## src/design/morse_symbol_decoder_core_assert.svh

```systemverilog
// Assertion macros for the Morse symbol decoder.
`ifndef MORSE_SYMBOL_DECODER_CORE_ASSERT_SVH
`define MORSE_SYMBOL_DECODER_CORE_ASSERT_SVH
`ifndef SYNTHESIS
`define MSD_ASSERT_IMPL(name, clock, resetn, ante, cons) \
  name: assert property (@(posedge clock) disable iff (!resetn) (ante) |-> (cons)) \
    else $error("same-cycle check failed");
`define MSD_ASSERT_NEXT(name, clock, resetn, ante, cons) \
  name: assert property (@(posedge clock) disable iff (!resetn) (ante) |=> (cons)) \
    else $error("next-cycle check failed");
`else
`define MSD_ASSERT_IMPL(name, clock, resetn, ante, cons)
`define MSD_ASSERT_NEXT(name, clock, resetn, ante, cons)
`endif
`endif

```

## src/design/msd_pkg.sv

```systemverilog
package msd_pkg;

  localparam int LETTER_COUNT = 26;

  localparam logic [2:0] MAX_SYMBOLS = 3'd4;
  localparam logic [2:0] TOO_LONG    = 3'd5;

  localparam logic [7:0] CHAR_DOT   = 8'h2A;
  localparam logic [7:0] CHAR_DASH  = 8'h2D;
  localparam logic [7:0] CHAR_SPACE = 8'h20;
  localparam logic [7:0] CHAR_TAB   = 8'h09;
  localparam logic [7:0] CHAR_CR    = 8'h0D;
  localparam logic [7:0] CHAR_A     = 8'h61;
  localparam logic [7:0] CHAR_NONE  = 8'h00;

  // {length, symbols}; symbol k in bit k, dash is 1
  localparam logic [6:0] LETTER_CODES [LETTER_COUNT] = '{
    {3'd2, 4'b0010}, {3'd4, 4'b0001}, {3'd4, 4'b0101}, {3'd3, 4'b0001},
    {3'd1, 4'b0000}, {3'd4, 4'b0100}, {3'd3, 4'b0011}, {3'd4, 4'b0000},
    {3'd2, 4'b0000}, {3'd4, 4'b1110}, {3'd3, 4'b0101}, {3'd4, 4'b0010},
    {3'd2, 4'b0011}, {3'd2, 4'b0001}, {3'd3, 4'b0111}, {3'd4, 4'b0110},
    {3'd4, 4'b1011}, {3'd3, 4'b0010}, {3'd3, 4'b0000}, {3'd1, 4'b0001},
    {3'd3, 4'b0100}, {3'd4, 4'b1000}, {3'd3, 4'b0110}, {3'd4, 4'b1001},
    {3'd4, 4'b1101}, {3'd4, 4'b0011}
  };

  typedef struct packed {
    logic [3:0] sym;
    logic [2:0] len;
    logic       sp;
  } code_t;

  typedef struct packed {
    logic [7:0] ch;
    logic       bad;
    logic       last;
  } res_t;

  typedef struct packed {
    res_t       r0;
    res_t       r1;
    logic [1:0] cnt;
  } step_t;

  function automatic res_t flush_res(logic [3:0] sym, logic [2:0] len);
    res_t r;
    logic hit;
    r   = '{ch: CHAR_NONE, bad: 1'b1, last: 1'b0};
    hit = 1'b0;
    for (int i = 0; i < LETTER_COUNT; i++) begin
      if (LETTER_CODES[i] == {len, sym}) begin
        hit  = 1'b1;
        r.ch = CHAR_A + 8'(i);
      end
    end
    r.bad = ~hit;
    return r;
  endfunction

endpackage

```

## src/design/msd_decode.sv

```systemverilog
module msd_decode (
  input  logic [7:0]    in_char,
  input  logic          in_eot,
  input  msd_pkg::code_t cur,
  output msd_pkg::code_t nxt,
  output msd_pkg::step_t step
);
  import msd_pkg::*;

  code_t app;
  res_t  ra;
  res_t  rb;
  logic  va;
  logic  vb;
  logic  is_sym;
  logic  is_ws;
  logic  is_dash;

  assign is_dash = (in_char == CHAR_DASH);
  assign is_sym  = (in_char == CHAR_DOT) || is_dash;
  assign is_ws   = (in_char == CHAR_SPACE) || ((in_char >= CHAR_TAB) && (in_char <= CHAR_CR));

  always_comb begin
    app    = cur;
    app.sp = 1'b0;
    if (cur.len < MAX_SYMBOLS) begin
      app.sym = cur.sym | (4'(is_dash) << cur.len[1:0]);
      app.len = cur.len + 3'd1;
    end else begin
      app.len = TOO_LONG;
    end
  end

  always_comb begin
    nxt = cur;
    ra  = '{ch: CHAR_NONE, bad: 1'b0, last: 1'b0};
    rb  = ra;
    va  = 1'b0;
    vb  = 1'b0;
    priority if (is_sym) begin
      nxt = app;
      if (in_eot) begin
        ra      = flush_res(app.sym, app.len);
        va      = 1'b1;
        nxt.sym = '0;
        nxt.len = '0;
      end
    end else if (is_ws) begin
      ra      = flush_res(cur.sym, cur.len);
      va      = (cur.len != 3'd0);
      nxt.sym = '0;
      nxt.len = '0;
      if (in_char == CHAR_SPACE) begin
        if (cur.sp) begin
          rb.ch  = CHAR_SPACE;
          vb     = 1'b1;
          nxt.sp = 1'b0;
        end else begin
          nxt.sp = 1'b1;
        end
      end else begin
        rb.ch  = in_char;
        vb     = 1'b1;
        nxt.sp = 1'b0;
      end
      if (in_eot) begin
        nxt.sp = 1'b0;
      end
    end else begin
      ra.ch  = in_char;
      va     = 1'b1;
      nxt.sp = 1'b0;
      if (in_eot) begin
        rb      = flush_res(cur.sym, cur.len);
        vb      = (cur.len != 3'd0);
        nxt.sym = '0;
        nxt.len = '0;
      end
    end
  end

  always_comb begin
    step.cnt = 2'(va) + 2'(vb);
    if (va) begin
      step.r0 = ra;
      step.r1 = rb;
    end else begin
      step.r0 = rb;
      step.r1 = rb;
    end
    step.r0.last = (step.cnt == 2'd1);
    step.r1.last = 1'b1;
  end

endmodule

```

## src/design/msd_outq.sv

```systemverilog
module msd_outq (
  input  logic           clk,
  input  logic           rst_n,
  input  logic           load,
  input  msd_pkg::step_t step,
  output logic           can_load,
  input  logic           out_ready,
  output logic           out_valid,
  output msd_pkg::res_t  head
);
  import msd_pkg::*;

  logic [1:0] cnt_r;
  logic [1:0] cnt_nxt;
  res_t       slot0_r;
  res_t       slot0_nxt;
  res_t       slot1_r;
  res_t       slot1_nxt;
  logic       pop;

  assign out_valid = (cnt_r != 2'd0);
  assign pop       = out_valid && out_ready;
  assign can_load  = (cnt_r == 2'd0) || ((cnt_r == 2'd1) && out_ready);
  assign head      = slot0_r;

  always_comb begin
    cnt_nxt   = cnt_r;
    slot0_nxt = slot0_r;
    slot1_nxt = slot1_r;
    priority if (load) begin
      cnt_nxt   = step.cnt;
      slot0_nxt = step.r0;
      slot1_nxt = step.r1;
    end else if (pop) begin
      cnt_nxt   = cnt_r - 2'd1;
      slot0_nxt = slot1_r;
    end else begin
      cnt_nxt   = cnt_r;
    end
  end

  always_ff @(posedge clk) begin
    if (!rst_n) begin
      cnt_r <= 2'd0;
    end else begin
      cnt_r <= cnt_nxt;
    end
    slot0_r <= slot0_nxt;
    slot1_r <= slot1_nxt;
  end

endmodule

```

## src/design/morse_symbol_decoder_core.sv

```systemverilog
// Morse symbol decoder core.
// Input channel: in_valid/in_ready carry one text byte (in_char) and the
// end-of-text mark (in_end_of_text). Dots ('*') and dashes ('-') build a
// code of up to four symbols; whitespace or end of text looks it up.
// Output channel: out_valid/out_ready carry out_char, out_bad_code and
// out_run_end; out_run_end marks the last result of a given byte.
// A byte gives zero, one or two results.
// An accepted byte is held in the input register; its results are written
// into a two-entry result queue once the queue can take them, and out_valid
// rises from the edge that writes them.
// Throughput: one byte per cycle while out_ready is high and each byte
// gives at most one result; a queue holding two results takes no new byte
// until the first of them has been taken.
// Stall: when out_ready is low the queue holds, the input register fills,
// and in_ready drops until the queue has room again.
// Reset (rst_n low at a clock edge): code, space flag and both channels
// are cleared; no result is pending afterward.
`include "morse_symbol_decoder_core_assert.svh"

module morse_symbol_decoder_core (
  input  logic       clk,
  input  logic       rst_n,
  input  logic       in_valid,
  output logic       in_ready,
  input  logic [7:0] in_char,
  input  logic       in_end_of_text,
  output logic       out_valid,
  input  logic       out_ready,
  output logic [7:0] out_char,
  output logic       out_bad_code,
  output logic       out_run_end
);
  import msd_pkg::*;

  logic       in_vld_r;
  logic       in_vld_nxt;
  logic [7:0] in_char_r;
  logic       in_eot_r;
  code_t      code_r;
  code_t      code_nxt;
  code_t      code_dec;
  step_t      step;
  res_t       head;
  logic       can_load;
  logic       fire;
  logic       in_acc;

  assign fire     = in_vld_r && can_load;
  assign in_ready = !in_vld_r || fire;
  assign in_acc   = in_valid && in_ready;

  msd_decode u_decode (
    .in_char (in_char_r),
    .in_eot  (in_eot_r),
    .cur     (code_r),
    .nxt     (code_dec),
    .step    (step)
  );

  msd_outq u_outq (
    .clk       (clk),
    .rst_n     (rst_n),
    .load      (fire),
    .step      (step),
    .can_load  (can_load),
    .out_ready (out_ready),
    .out_valid (out_valid),
    .head      (head)
  );

  assign out_char     = head.ch;
  assign out_bad_code = head.bad;
  assign out_run_end  = head.last;

  always_comb begin
    in_vld_nxt = in_vld_r;
    code_nxt   = code_r;
    if (fire) begin
      in_vld_nxt = 1'b0;
      code_nxt   = code_dec;
    end
    if (in_acc) begin
      in_vld_nxt = 1'b1;
    end
  end

  always_ff @(posedge clk) begin
    if (!rst_n) begin
      in_vld_r <= 1'b0;
      code_r   <= '0;
    end else begin
      in_vld_r <= in_vld_nxt;
      code_r   <= code_nxt;
    end
    if (in_acc) begin
      in_char_r <= in_char;
      in_eot_r  <= in_end_of_text;
    end
  end

  `MSD_ASSERT_IMPL(a_len_range, clk, rst_n, 1'b1, code_r.len <= TOO_LONG)
  `MSD_ASSERT_IMPL(a_space_no_code, clk, rst_n, code_r.sp, code_r.len == 3'd0)
  `MSD_ASSERT_NEXT(a_pair_follows, clk, rst_n, out_valid && !out_run_end, out_valid)

endmodule
```

## config.mk

```make
export PLATFORM = sky130hd
export DESIGN_NAME = morse_symbol_decoder_core
export DESIGN_NICKNAME = d
export VERILOG_FILES = /design/src/design/msd_pkg.sv /design/src/design/msd_decode.sv /design/src/design/msd_outq.sv /design/src/design/morse_symbol_decoder_core.sv
export VERILOG_INCLUDE_DIRS = /design/src /design/src/design
export SDC_FILE = /design/constraint.sdc
export NUM_CORES = 1
export LEC_CHECK = 0
export BUFFER_PORTS_ARGS = -buffer_cell sky130_fd_sc_hd__buf_2
export CAP_MARGIN = 20
export CORE_ASPECT_RATIO = 2
export CORE_MARGIN = 1
export CORE_UTILIZATION = 45
export CTS_BUF_LIST = sky130_fd_sc_hd__clkbuf_4
export DETAILED_ROUTE_END_ITERATION = 8
export SETUP_SLACK_MARGIN = 0.02
export SYNTH_ARGS = -nofsm -noshare
export SYNTH_HDL_FRONTEND = slang
export SYNTH_SLANG_ARGS = --single-unit
```

## constraint.sdc

```tcl
create_clock -name clk -period 4.1 [get_ports clk]
set_input_delay 0.205 -clock clk [delete_from_list [all_inputs] [get_ports clk]]
set_output_delay 0.205 -clock clk [all_outputs]
set_load 0.01 [all_outputs]
```

==> results of run 1 <==
## metrics by stage
| stage | area, um^2 | instances | worst slack (ps) |
|---|---|---|---|
| 6_report | 3690 | 523 | 790 |
| 5_1_grt | 3690 | 523 | 683 |
| 4_1_cts | 3690 | 523 | 863 |
| 3_5_place_dp | 3590 | 513 | 875 |
| 3_3_place_gp | 3590 | 513 | 954 |
| 2_1_floorplan | 3420 | 416 | 1090 |
## cell families after synthesis
| logic type | count (synthesis) |
|---|---|
| AND/OR/NAND/NOR | 182 |
| AO/OA/AOI/OAI | 131 |
| buffers and inverters | 43 |
| flip-flops | 39 |
| multiplexers | 11 |
| adder cells (fa/ha/maj) | 7 |
| XOR/XNOR | 2 |
| other | 1 |
## worst max-delay path, delay by kind of cell, from the launching register on
family | cells | cell delay [ps]
flip-flops | 1 | 930
AO/OA/AOI/OAI | 1 | 120
AND/OR/NAND/NOR | 6 | 2000
## placed cells by master, fill, tap and decap left out, types with 5 or more instances in the layout
master    Yosys  layout
a211oi_1      5       5
a21oi_1      41      41
buf_2         8      24
buf_4         2      14
clkbuf_4      0       5
dfxtp_1      11      11
edfxtp_1     28      28
ha_1          7       7
inv_1         8       8
mux2i_1       9       9
nand2_1      37      37
nand2b_1     17      17
nand3_1       9       9
nor2_1       37      37
nor2b_1      12      12
nor3_1       12      12
nor3b_1       7       7
nor4_1        7       7
o21ai_0      24      24
o31ai_1       8       8
or3_1         6       6
## worst paths after layout
path | from | to | slack [ps] | cells after the start
max reg2reg | code_r[3] | u_outq.head[7] | 790 | 7
min reg2reg | code_r[0] | code_r[0] | 540 | 2
min | in_char[6] | in_char_r[6] | 10 | 1
max | code_r[3] | u_outq.head[7] | 790 | 7
## area by class of cell
cell class              instances  area [um^2]  area share, %
flip-flops and latches         39         1060           28.8
well taps                      92          115           3.12
clock inverters                 3         38.8           1.05
repair buffers                 40          245           6.65
clock buffers                   5         37.5           1.02
multi-input cells             334         2150           58.4
inverters                      10         37.5           1.02
## per-layer routing
metal	up-vias	share of wire, %
met5	-	0
met4	0	5.5
met3	37	3.8
met2	148	55
met1	1621	36
li1	1600	-
## sequential cells by signal (all words and copies together) (netlist names)
| register | count |
|---|---|
| u_outq.head | 10 |
| u_outq.cnt_r | 2 |
| in_eot_r | 1 |
| code_r | 8 |
| u_outq.slot1_r | 9 |
| in_vld_r | 1 |
| in_char_r | 8 |
## power by group
group	internal [mW]	total (mW)	switching, mW
Combinational	0.0733	0.194	0.121
Sequential	0.477	0.506	0.0291
Clock	0.125	0.267	0.142
==> flow_summary.html, run 1 <==
<table>
<tr><th>Metric</th><th>Value</th></tr>
<tr><th colspan="2">Logic synthesis</th></tr>
<tr><td>Leading cell types by count after synthesis</td><td>41 x a21oi_1, 37 x nand2_1, 37 x nor2_1</td></tr>
<tr><td>Area leader, netlist</td><td>edfxtp_1</td></tr>
<tr><td>Xor and xnor area share after synthesis</td><td>0.512%</td></tr>
<tr><td>Warnings from Yosys</td><td>0</td></tr>
<tr><td>Yosys reg bits</td><td>39</td></tr>
<tr><td>Sequential cell area fraction in the yosys report</td><td>31.0%</td></tr>
<tr><td>Leading register cell type out of synthesis</td><td>edfxtp_1</td></tr>
<tr><td>FFs w/ async S/R, synth</td><td>0%</td></tr>
<tr><td>Share of synthesized cell area in and, or, nand and nor gates</td><td>29.6%</td></tr>
<tr><td>Dominant cell by count in the synthesized netlist</td><td>a21oi_1</td></tr>
<tr><td>Main combinational cell family by area after synthesis</td><td>simple AND/OR/NAND/NOR gates</td></tr>
<tr><td>Syn Std Cell Area</td><td>3420 um^2</td></tr>
<tr><td>Number of nets in the synthesized netlist</td><td>436</td></tr>
<tr><td>Number of flops mapped to enable cells by yosys</td><td>28</td></tr>
<tr><td>Synth Area per Inst</td><td>8.23 um^2</td></tr>
<tr><td>Unique masters post-synth</td><td>79</td></tr>
<tr><td>Top area cells in the synthesized netlist</td><td>edfxtp_1 25%, dfxtp_1 6.4%, a21oi_1 6.0%</td></tr>
<tr><td>Synthesized-area fraction occupied by ao, oa, aoi and oai cells</td><td>26.8%</td></tr>
<tr><td>Post-Synth Adder-Cell Area</td><td>2.56%</td></tr>
<tr><td>Mux cell area share after synthesis</td><td>3.29%</td></tr>
<tr><td>Fraction of post-synthesis cell area in the top cell type by area</td><td>24.6%</td></tr>
<tr><td>Cell count after synthesis</td><td>416</td></tr>
<tr><th colspan="2">Clocking</th></tr>
<tr><td>Clock Sinks</td><td>39</td></tr>
<tr><td>Max Buffers Root-to-Sink</td><td>2</td></tr>
<tr><td>Clock slew at the register clock pins of the worst setup and hold paths</td><td>130 ps</td></tr>
<tr><td>Clk_lat worst skew</td><td>380 ps</td></tr>
<tr><td>CTS tree</td><td>built</td></tr>
<tr><td>CTS buffer count</td><td>5</td></tr>
<tr><td>Hold_buf cts</td><td>2</td></tr>
<tr><td>Root buffer selected by CTS</td><td>clkbuf_4</td></tr>
<tr><td>Post-CTS setup buffer count</td><td>0</td></tr>
<tr><td>Number of H-tree levels</td><td>2</td></tr>
<tr><td>Count of instances resized after the clock tree is built</td><td>0</td></tr>
<tr><th colspan="2">Final layout</th></tr>
<tr><td>Number of nets in the layout</td><td>450</td></tr>
<tr><td>Fraction of the core area covered by cells at the end of the flow</td><td>50.4%</td></tr>
<tr><td>Fraction of layout cells with a size suffix above 1</td><td>16.5%</td></tr>
<tr><td>Filler cell count in the final layout</td><td>738</td></tr>
<tr><td>Area added between synthesis and finish</td><td>7.75%</td></tr>
<tr><td>Number of diodes added for antenna fixing</td><td>0</td></tr>
<tr><th colspan="2">Placed design</th></tr>
<tr><td>Input/output buffers</td><td>24</td></tr>
<tr><td>Routability cong.</td><td>0.956</td></tr>
<tr><td>Detailed placer's ending HPWL</td><td>8.76 mm</td></tr>
<tr><th colspan="2">STA</th></tr>
<tr><td>Count of pins over their slew limit</td><td>0</td></tr>
<tr><td>RSZ-0062 raised after global routing</td><td>false</td></tr>
<tr><td>Final Cycle Share</td><td>80.7%</td></tr>
<tr><td>Normalized max-slew margin</td><td>37.6%</td></tr>
<tr><td>Worst hold slack</td><td>10.2 ps</td></tr>
<tr><td>Setup violators final</td><td>0</td></tr>
<tr><td>Sum Neg Setup Slack</td><td>0 ps</td></tr>
<tr><td>Transition time at the pin with the least slew margin</td><td>923 ps</td></tr>
<tr><td>Worst clock skew on the final layout</td><td>17.9 ps</td></tr>
<tr><td>Final number of hold-violating endpoints</td><td>0</td></tr>
<tr><td>Top achievable clock speed</td><td>302 MHz</td></tr>
<tr><td>Min Clock Period, post-route</td><td>3310 ps</td></tr>
<tr><th colspan="2">Global route</th></tr>
<tr><td>Remaining global-route overflow</td><td>0</td></tr>
<tr><td>Total GRT Usage</td><td>29.7%</td></tr>
<tr><td>Number of antenna violations at the first check in global routing</td><td>0</td></tr>
<tr><td>Global routing's busiest layer</td><td>met2</td></tr>
<tr><td>Global-route wire length before repair</td><td>17.9 mm</td></tr>
<tr><td>Met1 GRT Util</td><td>30.5%</td></tr>
<tr><td>Met2 global-route usage</td><td>55.6%</td></tr>
<tr><td>Number of global-route vias before repair</td><td>3267</td></tr>
<tr><td>Pin count of the biggest net entering global routing</td><td>30</td></tr>
<tr><td>Met3 track utilization from global routing</td><td>3.10%</td></tr>
<tr><th colspan="2">Hold path</th></tr>
<tr><td>Min-Delay Path Class</td><td>input port to flop</td></tr>
<tr><th colspan="2">Floorplan</th></tr>
<tr><td>Initial Utilization</td><td>46.8%</td></tr>
<tr><td>IO Count</td><td>25</td></tr>
<tr><td>Chip height</td><td>125 um</td></tr>
<tr><td>Area of the die</td><td>7980 um^2</td></tr>
<tr><td>Die outline width</td><td>63.7 um</td></tr>
<tr><td>Placeable core area</td><td>7320 um^2</td></tr>
<tr><td>Std cell rows</td><td>44</td></tr>
<tr><th colspan="2">Power and ir drop</th></tr>
<tr><td>Power density cells</td><td>262 nW/um^2</td></tr>
<tr><td>Static Leakage</td><td>1.27 nW</td></tr>
<tr><td>Worst vdd rail ir drop</td><td>232 uV</td></tr>
<tr><td>Final total power</td><td>0.967 mW</td></tr>
<tr><th colspan="2">Drt</th></tr>
<tr><td>WL per Instance</td><td>22.0 um</td></tr>
<tr><td>Count of antenna-violating nets left after detailed routing</td><td>0</td></tr>
<tr><td>Drt first-iter violations</td><td>367</td></tr>
<tr><td>Number of iterations in the first detailed-routing pass</td><td>7</td></tr>
<tr><td>DRC violations left</td><td>0</td></tr>
<tr><td>Detailed Route WL</td><td>11.5 mm</td></tr>
<tr><td>Total number of vias</td><td>3406</td></tr>
<tr><td>Vias per cell</td><td>6.51</td></tr>
<tr><th colspan="2">Setup path</th></tr>
<tr><td>Maximum net fanout on the critical path</td><td>23</td></tr>
<tr><td>Type of origin of the critical path</td><td>flop</td></tr>
<tr><td>Worst endpoint required time</td><td>4220 ps</td></tr>
<tr><td>Highest cell delay on the worst timing path</td><td>930 ps</td></tr>
<tr><td>Worst path cell trace</td><td>nor2_1 -&gt; and4_1 -&gt; nor4_1 -&gt; nand2b_1 -&gt; nor4_1 -&gt; nand2b_1 -&gt; a41oi_1</td></tr>
<tr><td>Cell with the largest stage delay on the worst path</td><td>dfxtp_1</td></tr>
<tr><td>CP endpoint kind</td><td>flop</td></tr>
<tr><td>Critical Path AT</td><td>3430 ps</td></tr>
<tr><td>Critical path class</td><td>flop to flop</td></tr>
<tr><th colspan="2">Status</th></tr>
<tr><td>Result of the run</td><td>complete, no violations</td></tr>
<tr><th colspan="2">Run</th></tr>
<tr><td># Max-Cap Violations</td><td>0</td></tr>
</table>
(Power assumes the default switching activity.)
==> run 2, diff against run 1 <==
--- a/config.mk
+++ b/config.mk
@@ -6,6 +6,7 @@
 export SDC_FILE = /design/constraint.sdc
 export NUM_CORES = 1
 export LEC_CHECK = 0
+export ABC_AREA = 1
 export BUFFER_PORTS_ARGS = -buffer_cell sky130_fd_sc_hd__buf_2
 export CAP_MARGIN = 20
 export CORE_ASPECT_RATIO = 2
==> constraint.sdc (replaced) <==
create_clock -name clk -period 3.45 [get_ports clk]
set_input_delay 0.1725 -clock clk [delete_from_list [all_inputs] [get_ports clk]]
set_output_delay 0.1725 -clock clk [all_outputs]
set_load 0.01 [all_outputs]
==> flow_summary.html, run 2 <==
<table>
<tr><th>Metric</th><th>Value</th></tr>
<tr><th colspan="2">Status</th></tr>
<tr><td>Result of the run</td><td>complete, no violations</td></tr>
<tr><th colspan="2">Global route</th></tr>
<tr><td>Global-route wire length before repair</td><td>13.0 mm</td></tr>
<tr><td>Met1 GRT Util</td><td>24.0%</td></tr>
<tr><td>Pin count of the biggest net entering global routing</td><td>21</td></tr>
<tr><td>Global routing's busiest layer</td><td>met2</td></tr>
<tr><td>Remaining global-route overflow</td><td>0</td></tr>
<tr><td>Number of global-route vias before repair</td><td>2719</td></tr>
<tr><td>Total GRT Usage</td><td>26.5%</td></tr>
<tr><td>Met3 track utilization from global routing</td><td>3.26%</td></tr>
<tr><td>Number of antenna violations at the first check in global routing</td><td>0</td></tr>
<tr><td>Met2 global-route usage</td><td>53.7%</td></tr>
<tr><th colspan="2">Logic synthesis</th></tr>
<tr><td>Leading cell types by count after synthesis</td><td>101 x nand2_1, 61 x inv_1, 45 x nor2_1</td></tr>
<tr><td>Number of flops mapped to enable cells by yosys</td><td>28</td></tr>
<tr><td>Number of nets in the synthesized netlist</td><td>432</td></tr>
<tr><td>Main combinational cell family by area after synthesis</td><td>simple AND/OR/NAND/NOR gates</td></tr>
<tr><td>Top area cells in the synthesized netlist</td><td>edfxtp_1 29%, nand2_1 13%, inv_1 7.9%</td></tr>
<tr><td>Xor and xnor area share after synthesis</td><td>0%</td></tr>
<tr><td>Dominant cell by count in the synthesized netlist</td><td>nand2_1</td></tr>
<tr><td>Post-Synth Adder-Cell Area</td><td>3.04%</td></tr>
<tr><td>Yosys reg bits</td><td>39</td></tr>
<tr><td>Warnings from Yosys</td><td>0</td></tr>
<tr><td>Cell count after synthesis</td><td>412</td></tr>
<tr><td>Unique masters post-synth</td><td>38</td></tr>
<tr><td>Leading register cell type out of synthesis</td><td>edfxtp_1</td></tr>
<tr><td>Fraction of post-synthesis cell area in the top cell type by area</td><td>29.1%</td></tr>
<tr><td>Sequential cell area fraction in the yosys report</td><td>36.8%</td></tr>
<tr><td>Synthesized-area fraction occupied by ao, oa, aoi and oai cells</td><td>13.4%</td></tr>
<tr><td>Mux cell area share after synthesis</td><td>0%</td></tr>
<tr><td>Syn Std Cell Area</td><td>2890 um^2</td></tr>
<tr><td>FFs w/ async S/R, synth</td><td>0%</td></tr>
<tr><td>Share of synthesized cell area in and, or, nand and nor gates</td><td>37.0%</td></tr>
<tr><td>Area leader, netlist</td><td>edfxtp_1</td></tr>
<tr><td>Synth Area per Inst</td><td>7.00 um^2</td></tr>
<tr><th colspan="2">Final layout</th></tr>
<tr><td>Filler cell count in the final layout</td><td>673</td></tr>
<tr><td>Number of nets in the layout</td><td>470</td></tr>
<tr><td>Fraction of layout cells with a size suffix above 1</td><td>15.5%</td></tr>
<tr><td>Commonest non-fill, non-tap cells in the layout</td><td>101 x nand2_1, 61 x inv_1, 45 x nor2_1</td></tr>
<tr><td>Area added between synthesis and finish</td><td>14.6%</td></tr>
<tr><td>Number of diodes added for antenna fixing</td><td>0</td></tr>
<tr><td>Fraction of the core area covered by cells at the end of the flow</td><td>52.8%</td></tr>
<tr><td>Most common library cell in the layout ignoring fill and taps</td><td>nand2_1</td></tr>
<tr><td>Number of flip-flops under the largest register name</td><td>10</td></tr>
<tr><th colspan="2">Placed design</th></tr>
<tr><td>Input/output buffers</td><td>24</td></tr>
<tr><td>Routability cong.</td><td>0.940</td></tr>
<tr><td>Detailed placer's ending HPWL</td><td>6.68 mm</td></tr>
<tr><th colspan="2">Floorplan</th></tr>
<tr><td>Initial Utilization</td><td>46.1%</td></tr>
<tr><td>Placeable core area</td><td>6260 um^2</td></tr>
<tr><td>IO Count</td><td>25</td></tr>
<tr><td>Die outline width</td><td>58.6 um</td></tr>
<tr><td>Area of the die</td><td>6760 um^2</td></tr>
<tr><td>Std cell rows</td><td>41</td></tr>
<tr><td>Chip height</td><td>115 um</td></tr>
<tr><th colspan="2">Hold path</th></tr>
<tr><td>Min-Delay Path Class</td><td>input port to flop</td></tr>
<tr><th colspan="2">STA</th></tr>
<tr><td>Min Clock Period, post-route</td><td>3070 ps</td></tr>
<tr><td>Count of pins over their slew limit</td><td>0</td></tr>
<tr><td>Setup violators final</td><td>0</td></tr>
<tr><td>Normalized max-slew margin</td><td>65.5%</td></tr>
<tr><td>Sum Neg Setup Slack</td><td>0 ps</td></tr>
<tr><td>Worst clock skew on the final layout</td><td>11.8 ps</td></tr>
<tr><td>Transition time at the pin with the least slew margin</td><td>516 ps</td></tr>
<tr><td>Final Cycle Share</td><td>89.0%</td></tr>
<tr><td>Final number of hold-violating endpoints</td><td>0</td></tr>
<tr><td>Top achievable clock speed</td><td>326 MHz</td></tr>
<tr><td>Worst hold slack</td><td>66.7 ps</td></tr>
<tr><td>RSZ-0062 raised after global routing</td><td>false</td></tr>
<tr><th colspan="2">Drt</th></tr>
<tr><td>Count of antenna-violating nets left after detailed routing</td><td>0</td></tr>
<tr><td>Number of iterations in the first detailed-routing pass</td><td>4</td></tr>
<tr><td>WL per Instance</td><td>15.5 um</td></tr>
<tr><td>Detailed Route WL</td><td>8.31 mm</td></tr>
<tr><td>DRC violations left</td><td>0</td></tr>
<tr><td>Total number of vias</td><td>2800</td></tr>
<tr><td>Drt first-iter violations</td><td>124</td></tr>
<tr><td>Vias per cell</td><td>5.21</td></tr>
<tr><th colspan="2">Clocking</th></tr>
<tr><td>Clock slew at the register clock pins of the worst setup and hold paths</td><td>130 ps</td></tr>
<tr><td>Max Buffers Root-to-Sink</td><td>2</td></tr>
<tr><td>Post-CTS setup buffer count</td><td>0</td></tr>
<tr><td>Root buffer selected by CTS</td><td>clkbuf_4</td></tr>
<tr><td>Clock Sinks</td><td>39</td></tr>
<tr><td>Number of H-tree levels</td><td>2</td></tr>
<tr><td>CTS buffer count</td><td>5</td></tr>
<tr><td>CTS tree</td><td>built</td></tr>
<tr><td>Clk_lat worst skew</td><td>370 ps</td></tr>
<tr><th colspan="2">Power and ir drop</th></tr>
<tr><td>Static Leakage</td><td>1.54 nW</td></tr>
<tr><td>Worst vdd rail ir drop</td><td>226 uV</td></tr>
<tr><td>Power density cells</td><td>529 nW/um^2</td></tr>
<tr><th colspan="2">Setup path</th></tr>
<tr><td>Critical path class</td><td>flop to flop</td></tr>
<tr><td>Maximum net fanout on the critical path</td><td>8</td></tr>
<tr><td>Critical Path AT</td><td>3200 ps</td></tr>
<tr><td>R2R Path Start</td><td>code_r[1]</td></tr>
<tr><td>Worst flop-to-flop path endpoint</td><td>u_outq.head[3]</td></tr>
<tr><td>Worst setup endpoint</td><td>u_outq.head[3]</td></tr>
<tr><td>Setup slack of the most critical reg-to-reg path</td><td>380 ps</td></tr>
<tr><td>Worst endpoint required time</td><td>3580 ps</td></tr>
<tr><td>Worst-case reg-to-reg path depth</td><td>14</td></tr>
<tr><td>Critical Path Start</td><td>code_r[1]</td></tr>
<tr><td>Type of origin of the critical path</td><td>flop</td></tr>
<tr><td>CP endpoint kind</td><td>flop</td></tr>
<tr><th colspan="2">Run</th></tr>
<tr><td># Max-Cap Violations</td><td>0</td></tr>
</table>
[run 2: cell types whose count changed after synthesis, sizes merged, moves of 12 or more]
cell    before  now
buf         17    3
nor2        37   58
clkbuf      16    2
inv          9   68
a21oi       42   23
nor2b       12    0
nand2b      17    0
nand3        9   37
nand2       37  107
o21ai       25   11
[run 2: timing repair]
item	in CTS	in global routing
hold buffers	9	0
hold endpoints to repair	9	0
resized for setup	0	0
[run 2: report_power, final]
part	total [mW]	switching, mW	internal (mW)
Clock	0.399	0.165	0.234
Sequential	0.675	0.0487	0.626
Combinational	0.677	0.452	0.225
[run 2: critical path, stage by stage (launching register included)]
cell and delay (ps):
dfxtp_1 510, inv_1 200, ha_1 300, nand2_1 160, inv_1 120, nand3_1 110, nand2_1 70, nor3_1 300
nor2_1 70, o31ai_1 240, nand3_1 200, a22oi_1 310, nand2_1 80, nand3_1 100, nand2_1 50
[run 2: worst min path at each step]
| stage | from | endpoint | slack [ps] | depth (start not counted) |
|---|---|---|---|---|
| 2_1_floorplan | in_char[0] | in_char_r[0] | 270 | 0 |
| 3_3_place_gp | in_char[4] | in_char_r[4] | 350 | 1 |
| 3_5_place_dp | in_end_of_text | in_eot_r | 350 | 1 |
| 4_1_cts | in_valid | in_vld_r | 60 | 3 |
| 5_1_grt | in_valid | in_vld_r | 80 | 3 |
| 6_report | in_valid | in_vld_r | 70 | 3 |
[run 2: kinds of logic after synthesis]
logic type,after synthesis
fa+ha+maj,7
buf+inv,73
flops,39
simple gates,234
other cells,1
compound gates,58
[run 2: final cells by class]
type | instances | area, um^2 | area share (%)
Sequential cell | 39 | 1060 | 32.1
Timing Repair Buffer | 36 | 233 | 7.04
Clock buffer | 6 | 45.0 | 1.36
Clock inverter | 2 | 60.1 | 1.82
Inverter | 68 | 255 | 7.72
Tap cell | 86 | 108 | 3.26
Multi-Input combinational cell | 300 | 1540 | 46.7
[run 2: metrics by stage]
stage | worst slack [ps] | power, mW | instances | instance area [um^2]
after floorplan | 1030 | 1.15 | 412 | 2890
after global placement | 483 | 1.35 | 519 | 3100
after detailed placement | 533 | 1.35 | 519 | 3100
after CTS | 475 | 1.75 | 536 | 3300
after global routing | 34.2 | 1.87 | 537 | 3310
final | 378 | 1.75 | 537 | 3310
[run 2: routing by layer]
layer / share of wire [%] / vias up
met5: 0 / -
met4: 4.7 / 0
met3: 2.6 / 25
met2: 58 / 79
met1: 34 / 1263
li1: - / 1433
